`config.mk`:
```
export PLATFORM = sky130hd
export DESIGN_NAME = pixel_layer_blend_core_flat
export DESIGN_NICKNAME = d
export VERILOG_FILES = /design/src/hdl/plb_pkg.sv /design/src/hdl/plb_stream_if.sv /design/src/hdl/plb_divider.sv /design/src/hdl/plb_formula.sv /design/src/hdl/pixel_layer_blend_core.sv /design/src/flat_wrapper.sv
export SDC_FILE = /design/constraint.sdc
export NUM_CORES = 2
export LEC_CHECK = 0
export ABC_AREA = 1
export BUFFER_PORTS_ARGS = -buffer_cell sky130_fd_sc_hd__buf_2
export CAP_MARGIN = 15
export CORE_UTILIZATION = 60
export CTS_CLUSTER_DIAMETER = 30
export DETAILED_ROUTE_END_ITERATION = 12
export HOLD_SLACK_MARGIN = 0.08
export PLACE_DENSITY = 0.79
export SKIP_LAST_GASP = 1
export SLEW_MARGIN = 20
export SYNTH_ARGS = -nofsm -noshare
export SYNTH_HDL_FRONTEND = slang
export SYNTH_HIERARCHICAL = 1
export SYNTH_SLANG_ARGS = --single-unit
```
`constraint.sdc`:
```
create_clock -name i_clk -period 19.9 [get_ports i_clk]
set_clock_uncertainty 0.1 [all_clocks]
set_input_delay 3.98 -clock i_clk [delete_from_list [all_inputs] [get_ports i_clk]]
set_output_delay 3.98 -clock i_clk [all_outputs]
set_load 0.02 [all_outputs]
```
`src/hdl/plb_pkg.sv`:
```
// Package for the pixel layer blend core: mode codes, widths, shared types.
// No dependencies.
package plb_pkg;
    localparam int PIX_W = 8;
    localparam int MODE_W = 4;

    typedef enum logic [MODE_W-1:0] {
        MODE_MULTIPLY = 4'd0, MODE_DIVIDE = 4'd1, MODE_OVERLAY = 4'd2,
        MODE_SCREEN = 4'd3, MODE_DISSOLVE = 4'd4, MODE_DODGE = 4'd5,
        MODE_BURN = 4'd6, MODE_HARDLIGHT = 4'd7, MODE_SOFTLIGHT = 4'd8,
        MODE_GRAIN_EXTRACT = 4'd9, MODE_GRAIN_MERGE = 4'd10,
        MODE_DIFFERENCE = 4'd11, MODE_ADDITION = 4'd12,
        MODE_SUBTRACT = 4'd13, MODE_DARKEN = 4'd14, MODE_LIGHTEN = 4'd15
    } t_mode;

    typedef struct packed {
        logic [PIX_W-1:0] lower_value;
        logic [PIX_W-1:0] upper_value;
        logic             coin;
    } t_in_item;

    typedef struct packed {
        logic [PIX_W-1:0] blended_value;
        logic             clipped;
    } t_out_item;
endpackage

```
`src/hdl/plb_stream_if.sv`:
```
// Valid/ready stream channel carrying one payload of parameter type.
// Depends on nothing; payload types come from plb_pkg.
interface plb_stream_if #(parameter type T = logic);
    logic valid;
    logic ready;
    T     data;
    modport source (output valid, output data, input ready);
    modport sink (input valid, input data, output ready);
endinterface

```
`src/hdl/plb_divider.sv`:
```
// Pipelined restoring divider, one quotient bit per stage, plus clamp/clip.
// Depends on plb_pkg.
module plb_divider (
    input  logic                         i_clk,
    input  logic                         i_rst_n,
    input  logic                         i_adv,
    input  logic                         i_valid,
    input  logic                         i_neg,
    input  logic [24:0]                  i_num,
    input  logic [16:0]                  i_den,
    output logic                         o_valid,
    output logic [plb_pkg::PIX_W-1:0]    o_value,
    output logic                         o_clipped
);
    import plb_pkg::*;
    // num < 2^25 (max 255*65025); quotient beyond 255 only matters as overflow.
    localparam int STG = 9;
    logic        r_v   [STG+1];
    logic        r_neg [STG+1];
    logic        r_ovf [STG+1];
    logic [24:0] r_rem [STG+1];
    logic [16:0] r_den [STG+1];
    logic [8:0]  r_q   [STG+1];

    always_ff @(posedge i_clk) begin
        if (!i_rst_n) begin
            r_v[0] <= 1'b0;
        end else if (i_adv) begin
            r_v[0] <= i_valid;
        end
        if (i_adv) begin
            r_neg[0] <= i_neg;
            r_rem[0] <= i_num;
            r_den[0] <= i_den;
            r_q[0]   <= '0;
            // num > 255*den  <=> quotient >= 256 or (q==255 and rem>0)
            r_ovf[0] <= 1'b0;
        end
    end

    for (genvar s = 0; s < STG; s++) begin : g_stg
        localparam int SH = 8 - s;
        logic [25:0] w_d;
        logic        w_ge;
        assign w_d  = {9'd0, r_den[s]} << SH;
        assign w_ge = {1'b0, r_rem[s]} >= w_d;
        always_ff @(posedge i_clk) begin
            if (!i_rst_n) begin
                r_v[s+1] <= 1'b0;
            end else if (i_adv) begin
                r_v[s+1] <= r_v[s];
            end
            if (i_adv) begin
                r_neg[s+1] <= r_neg[s];
                r_den[s+1] <= r_den[s];
                r_ovf[s+1] <= r_ovf[s];
                r_rem[s+1] <= w_ge ? r_rem[s] - w_d[24:0] : r_rem[s];
                r_q[s+1]   <= {r_q[s][7:0], w_ge};
            end
        end
    end

    logic w_big;
    assign w_big = r_q[STG][8] || (r_q[STG][7:0] == 8'hFF && r_rem[STG] != 25'd0);
    assign o_valid   = r_v[STG];
    assign o_value   = r_neg[STG] ? '0 : (r_q[STG][8] ? 8'hFF : r_q[STG][7:0]);
    assign o_clipped = r_neg[STG] || w_big || r_ovf[STG];
endmodule

```
`src/hdl/plb_formula.sv`:
```
// Formula stages: product terms (stage 1), numerator/denominator (stage 2).
// Depends on plb_pkg.
module plb_formula (
    input  logic                   i_clk,
    input  logic                   i_rst_n,
    input  logic                   i_adv,
    input  logic                   i_valid,
    input  plb_pkg::t_mode         i_mode,
    input  plb_pkg::t_in_item      i_item,
    output logic                   o_valid,
    output logic                   o_neg,
    output logic [24:0]            o_num,
    output logic [16:0]            o_den
);
    import plb_pkg::*;
    logic        r_v1, r_v2;
    t_mode       r_mode;
    logic [8:0]  r_m, r_i;
    logic        r_coin;
    logic [16:0] r_p1, r_p2;
    logic [25:0] n_p1, n_p2;
    logic signed [27:0] n_num;
    logic [16:0] n_den;
    logic        r_neg;
    logic [24:0] r_num;
    logic [16:0] r_den;
    logic [8:0]  w_m, w_i, w_cm, w_ci;

    assign w_m = {1'b0, i_item.lower_value};
    assign w_i = {1'b0, i_item.upper_value};
    assign w_cm = 9'd255 - w_m;
    assign w_ci = 9'd255 - w_i;

    // stage 1: up to two 9x9 products per mode
    always_comb begin
        n_p1 = '0;
        n_p2 = '0;
        case (i_mode)
            MODE_MULTIPLY, MODE_HARDLIGHT: begin
                n_p1 = 26'(w_m * w_i);
                n_p2 = 26'(w_ci * (9'd511 - {w_m[7:0], 1'b0}));
            end
            MODE_OVERLAY: begin
                n_p1 = 26'(w_i * w_i);
                n_p2 = 26'(w_m * w_ci);
            end
            MODE_SCREEN, MODE_SOFTLIGHT: begin
                n_p1 = 26'(w_cm * w_ci);
                n_p2 = 26'(w_m * w_ci);
            end
            default: begin
                n_p1 = '0;
                n_p2 = '0;
            end
        endcase
    end

    always_ff @(posedge i_clk) begin
        if (!i_rst_n) begin
            r_v1 <= 1'b0;
            r_v2 <= 1'b0;
        end else if (i_adv) begin
            r_v1 <= i_valid;
            r_v2 <= r_v1;
        end
        if (i_adv) begin
            r_mode <= i_mode;
            r_m    <= w_m;
            r_i    <= w_i;
            r_coin <= i_item.coin;
            r_p1   <= n_p1[16:0];
            r_p2   <= n_p2[16:0];
            r_neg  <= n_num < 0;
            r_num  <= n_num < 0 ? '0 : n_num[24:0];
            r_den  <= n_den;
        end
    end

    // Stage 2: products here are by 255/256 style constants and one 9x18 for
    // overlay/softlight, whose full numerators go over 65025.
    logic [33:0] w_t;
    always_comb begin
        w_t   = '0;
        n_num = '0;
        n_den = 17'd1;
        case (r_mode)
            MODE_MULTIPLY: begin
                n_num = 28'(r_p1);
                n_den = 17'd255;
            end
            MODE_DIVIDE: begin
                n_num = 28'({r_i, 8'd0});
                n_den = 17'(r_m + 9'd1);
            end
            MODE_OVERLAY: begin
                // i*(255 i + 2 m(255-i)) / 65025 = (255*ii + 2*i*p2)/65025
                w_t   = 34'(r_i * ({r_p2, 1'b0}));
                n_num = 28'(34'(r_p1) * 34'd255 + w_t);
                n_den = 17'd65025;
            end
            MODE_SCREEN: begin
                n_num = 28'(17'd65025 - r_p1);
                n_den = 17'd255;
            end
            MODE_DISSOLVE: n_num = 28'(r_coin ? r_m : r_i);
            MODE_DODGE: begin
                n_num = 28'({r_i, 8'd0});
                n_den = 17'(9'd256 - r_m);
            end
            MODE_BURN: begin
                n_num = 28'(18'(r_m + 9'd1) * 18'd255) - 28'({9'd255 - r_i, 8'd0});
                n_den = 17'(r_m + 9'd1);
            end
            MODE_HARDLIGHT: begin
                if (r_m > 9'd128) begin
                    n_num = 28'd65280 - 28'(r_p2);
                    n_den = 17'd256;
                end else begin
                    n_num = 28'(r_p1);
                    n_den = 17'd128;
                end
            end
            MODE_SOFTLIGHT: begin
                // (p2*i + i*(65025-p1)) / 65025
                w_t   = 34'(r_i * (r_p2 + (17'd65025 - r_p1)));
                n_num = 28'(w_t);
                n_den = 17'd65025;
            end
            MODE_GRAIN_EXTRACT: n_num = 28'(r_i) - 28'(r_m) + 28'd128;
            MODE_GRAIN_MERGE:   n_num = 28'(r_i) + 28'(r_m) - 28'd128;
            MODE_DIFFERENCE:    n_num = 28'(r_i >= r_m ? r_i - r_m : r_m - r_i);
            MODE_ADDITION:      n_num = 28'(r_i + r_m);
            MODE_SUBTRACT:      n_num = 28'(r_i) - 28'(r_m);
            MODE_DARKEN:        n_num = 28'(r_m < r_i ? r_m : r_i);
            default:            n_num = 28'(r_m > r_i ? r_m : r_i);
        endcase
    end

    assign o_valid = r_v2;
    assign o_neg   = r_neg;
    assign o_num   = r_num;
    assign o_den   = r_den;
endmodule

```
`src/hdl/pixel_layer_blend_core.sv`:
```
// Pixel layer blend core: top level with input/output streams and mode register.
// Depends on plb_pkg, plb_stream_if, plb_formula, plb_divider.
//
// Usage:
//   i_in carries lower_value, upper_value and coin; o_out carries
//   blended_value and clipped. One transfer per clock is sustained while
//   o_out.ready is high. The mode register is written through i_cfg_we /
//   i_cfg_data; the user must do so only while idle, the block does not
//   enforce it. Data passes two formula stages, ten divider stages (input
//   register plus nine quotient bits) and one output register.
//   The whole pipeline advances when the output register is empty or taken;
//   when the receiver stalls, every stage holds and i_in.ready drops.
//   Reset clears all valid bits and sets the mode to multiply.
module pixel_layer_blend_core (
    input  logic                        i_clk,
    input  logic                        i_rst_n,
    input  logic                        i_cfg_we,
    input  logic [plb_pkg::MODE_W-1:0]  i_cfg_data,
    plb_stream_if.sink                  i_in,
    plb_stream_if.source                o_out
);
    import plb_pkg::*;
    t_mode       r_mode;
    logic        w_adv;
    logic        w_fv, w_fneg, w_dv, w_dclip;
    logic [24:0] w_fnum;
    logic [16:0] w_fden;
    logic [PIX_W-1:0] w_dval;
    logic        r_ov;
    t_out_item   r_out;

    always_ff @(posedge i_clk) begin
        if (!i_rst_n) r_mode <= MODE_MULTIPLY;
        else if (i_cfg_we) r_mode <= t_mode'(i_cfg_data);
    end

    assign w_adv = !r_ov || o_out.ready;
    assign i_in.ready = w_adv;

    plb_formula u_formula (
        .i_clk(i_clk), .i_rst_n(i_rst_n), .i_adv(w_adv), .i_valid(i_in.valid),
        .i_mode(r_mode), .i_item(i_in.data), .o_valid(w_fv), .o_neg(w_fneg),
        .o_num(w_fnum), .o_den(w_fden)
    );

    plb_divider u_divider (
        .i_clk(i_clk), .i_rst_n(i_rst_n), .i_adv(w_adv), .i_valid(w_fv),
        .i_neg(w_fneg), .i_num(w_fnum), .i_den(w_fden), .o_valid(w_dv),
        .o_value(w_dval), .o_clipped(w_dclip)
    );

    always_ff @(posedge i_clk) begin
        if (!i_rst_n) r_ov <= 1'b0;
        else if (w_adv) r_ov <= w_dv;
        if (w_adv) begin
            r_out.blended_value <= w_dval;
            r_out.clipped       <= w_dclip;
        end
    end

    assign o_out.valid = r_ov;
    assign o_out.data  = r_out;

    a_stall_hold: assert property (@(posedge i_clk) disable iff (!i_rst_n)
        r_ov && !o_out.ready |=> r_ov && $stable(r_out)) else $error("output lost");
    a_ready: assert property (@(posedge i_clk) disable iff (!i_rst_n)
        !r_ov |-> i_in.ready) else $error("stalled while empty");
    a_clip_rail: assert property (@(posedge i_clk) disable iff (!i_rst_n)
        r_ov && r_out.clipped |-> (r_out.blended_value == 8'd0 ||
                                   r_out.blended_value == 8'hFF))
        else $error("clipped value off the rails");
endmodule

```
`src/flat_wrapper.sv`:
```
// flat-port wrapper written by rule: the top's interface ports become plain ports
module pixel_layer_blend_core_flat import plb_pkg::*;
  (i_clk, i_rst_n, i_cfg_we, i_cfg_data, i_in_valid, i_in_data, i_in_ready, o_out_valid, o_out_data, o_out_ready);
  plb_stream_if #(.T(t_in_item)) i_in_i ();
  plb_stream_if #(.T(t_out_item)) o_out_i ();
  input  logic i_clk;
  input  logic i_rst_n;
  input  logic i_cfg_we;
  input  logic [plb_pkg::MODE_W-1:0] i_cfg_data;
  input wire logic [$bits(i_in_i.valid)-1:0] i_in_valid;
  input wire logic [$bits(i_in_i.data)-1:0] i_in_data;
  output wire logic [$bits(i_in_i.ready)-1:0] i_in_ready;
  output wire logic [$bits(o_out_i.valid)-1:0] o_out_valid;
  output wire logic [$bits(o_out_i.data)-1:0] o_out_data;
  input wire logic [$bits(o_out_i.ready)-1:0] o_out_ready;
  assign i_in_i.valid = i_in_valid;
  assign i_in_i.data = i_in_data;
  assign i_in_ready = i_in_i.ready;
  assign o_out_valid = o_out_i.valid;
  assign o_out_data = o_out_i.data;
  assign o_out_i.ready = o_out_ready;
  pixel_layer_blend_core u_core (.i_clk(i_clk), .i_rst_n(i_rst_n), .i_cfg_we(i_cfg_we), .i_cfg_data(i_cfg_data), .i_in(i_in_i), .o_out(o_out_i));
endmodule
```
==> results.py <==
metrics = {
    "outcome": {
        "outcome": "finished, final reports clean",
    },
    "clock_tree": {
        "cts_tree": "done",
        "cts_buffer_depth": 3,
        "ctsRootBufferMaster": "clkbuf_16",
        "ctsResizeCount": 0,
        "post_cts_buffers": 0,
        "numCtsBuffers": 117,
        "clk_pin_slew_ns": 0.05,
        "clkLatencyLatePin_ns": 0.73,
        "cts_hold_buf": 0,
        "htree_levels": 3,
        "clkSinkCount": 575,
    },
    "timing": {
        "finalSetupViolCount": 0,
        "fin_tns_setup_ns": 0,
        "worstMarginPinSlew_ns": 1.02,
        "slew_headroom_pct": 31.8,
        "clock.fmax_mhz": 110,
        "rsz0062_at_grt": "false",
        "hold_violations": 0,
        "drv_slew": 0,
        "period_minus_slack_ns": 9.08,
        "min_period_over_period_pct": 45.6,
    },
    "synthesis": {
        "synth-seq-cells": 575,
        "synthTopCellsByArea": "edfxtp_1 (26%), fa_1 (17%), nand2_1 (15%)",
        "ys_async_sr_fraction_pct": 0,
        "synth_edf_count": 567,
        "yosysUniqueCellTypes": 68,
        "synth_most_common_cell": "nand2_1",
        "synth_area_per_cell_um2": 7.60,
        "synth_top_flop_cell": "edfxtp_1",
        "seq_area_frac_synth_pct": 26.6,
        "syn_nets": 9640,
        "netlist_area_um2": 64600,
        "synth_common_cells": "nand2_1 (2521), inv_1 (1833), nor2_1 (688)",
        "yosysWarnings": 6,
        "netlist_instances": 8500,
        "yosys.area.top_type": "edfxtp_1",
        "synth_top_area_share_pct": 26.3,
    },
    "worst_hold_path": {
        "min_to": "u_core/u_divider/r_q[3][2]$_DFFE_PP_",
        "hp-start": "u_core/u_divider/r_q[2][1]$_DFFE_PP_",
        "hold_class": "reg2reg",
        "whs_path_depth": 0,
    },
    "setup_path": {
        "rr_endpoint": "u_core/u_formula/o_num[24]$_SDFFCE_PP0P_",
        "crit_type": "reg2reg",
        "required_ns": 20.27,
        "worst_setup_path_end_kind": "flip-flop",
        "crit_arrival_ns": 9.46,
        "reg2reg_from": "u_core/u_formula/r_i[2]$_DFFE_PP_",
        "worst_path_max_delay_cell": "fa_1",
        "cpPeakStageDelay_ns": 0.55,
        "r2r_slack_ns": 10.82,
        "critPathLaunchType": "flip-flop",
        "ff2ff_path_depth": 35,
        "crit_fanout": 38,
    },
    "floorplanning": {
        "io_pins": 37,
        "rows": 120,
        "die_y_um": 330,
        "die_w_um": 330,
        "fp.dieArea_um2": 109000,
        "core_um2": 107000,
        "initial_core_util_pct": 60.5,
    },
    "drt": {
        "wl_per_cell_um": 18.2,
        "drt-initial-drc-count": 4897,
        "vias": 55111,
        "postRouteAntennaNets": 0,
        "wirelength_mm": 183,
        "drc": 0,
        "firstDrtPassIters": 7,
        "viasPerCell": 5.49,
    },
    "grt": {
        "antenna_found_initial": 3,
        "overflow": 0,
        "grt_pass1_wl_mm": 288,
        "grt_pass1_vias": 53748,
        "grt_usage_pct": 33.9,
        "grt_max_degree": 98,
    },
    "run": {
        "max_cap_viol_count": 0,
    },
    "placement": {
        "hpwl_mm": 145,
        "portBuffers": 36,
        "finalWeightedCongestion": 1.02,
    },
    "cells_and_area": {
        "layout.nets": 9676,
        "nFillCells": 9225,
        "n_antenna_cell": 0,
        "drive_above_1_share_pct": 5.43,
        "syn_to_final_growth_pct": 8.43,
    },
}
[cells by family after synthesis]
group / after synthesis / synth area share, %
simple gates: 3997 / 25.9
buf+inv: 2007 / 12.1
fa+ha+maj: 1114 / 27.8
compound gates: 656 / 5.70
flops: 575 / 26.6
xor+xnor: 150 / 2.03
other cells: 1 / 0.00580
[worst max-delay path: cells and delay by family, from the launching register on]
family | cells | cell delay, ns
and+or+nand+nor | 13 | 1.61
adders and majority gates | 10 | 4.73
xor gates and xnor gates | 1 | 0.34
AOI/OAI and AO/OA | 4 | 0.94
DFF | 1 | 0.31
buffers and inverters | 7 | 0.83
[sequential cells by signal, summed over array words and instances, names as in the netlist, 9 cells and up]
signal,count
u_core/u_divider/r_rem,250
u_core/u_divider/r_den,153
u_core/u_divider/r_q,45
u_core/u_formula/o_num,25
u_core/u_formula/r_p1,17
u_core/u_formula/r_p2,17
u_core/u_divider/r_neg,10
u_core/u_divider/r_v,10
u_core/u_formula/o_den,10
u_core/o_out.data,9
[per-stage QoR]
| stage | hold WS (ns) | instances | setup WS [ns] | util, % | area, um^2 |
|---|---|---|---|---|---|
| floorplan | 0.300 | 8500 | 5.12 | - | 64600 |
| global placement | 0.301 | 9820 | 10.58 | 61.7 | 66000 |
| detailed placement | 0.305 | 9820 | 10.56 | 61.7 | 66000 |
| CTS | 0.313 | 10043 | 10.80 | 65.6 | 70100 |
| global route | 0.312 | 10043 | 10.51 | 65.6 | 70100 |
| finish | 0.311 | 10043 | 10.82 | 65.6 | 70100 |
[how the worst max path moves through the flow]
stage | startpoint | endpoint | cells after the start
5_1_grt | u_core/u_formula/r_i[2]$_DFFE_PP_ | u_core/u_formula/o_num[20]$_SDFFCE_PP0P_ | 34
4_1_cts | o_out_ready | i_in_ready | 4
3_3_place_gp | i_in_data[6] | u_core/u_formula/r_p2[16]$_DFFE_PP_ | 23
6_report | u_core/u_formula/r_i[2]$_DFFE_PP_ | u_core/u_formula/o_num[24]$_SDFFCE_PP0P_ | 35
2_1_floorplan | o_out_ready | i_in_ready | 2
3_5_place_dp | i_in_data[6] | u_core/u_formula/r_p2[15]$_DFFE_PP_ | 17
[final cells by class]
type	count	area (um^2)	share of cell area (%)
Clock buffer	127	2970	4.23
Clock inverter	96	1120	1.59
Inverter	1860	6990	9.98
Multi-Input combinational cell	5918	39700	56.6
Sequential cell	575	17200	24.5
Tap cell	1403	1760	2.50
Timing Repair Buffer	64	390	0.557
[layer usage]
metal / vias up / track usage (%) / part of all wire, %
li1: 26471 / - / -
met1: 25940 / 44.9 / 41
met2: 2249 / 55.7 / 46
met3: 447 / 5.04 / 7.7
met4: 4 / 14.1 / 4.5
met5: - / 0 / 0.013
[placed cells by master, fill, tap and decap left out, types with 34 or more instances in the layout]
master,instances
ha_1,580
nand4_1,85
buf_2,36
fa_1,534
xnor2_1,34
clkbuf_16,117
inv_1,1833
o21ai_0,177
xor2_1,116
nand3b_1,35
or2_2,40
nand3_1,428
nand2_1,2520
nand2_2,45
edfxtp_1,567
a21oi_1,337
nor3_1,61
nor2_1,688
Power is left out: the tool's default activity adds up to more than one toggle a clock period on the data nets, which glitch-free logic cannot reach.
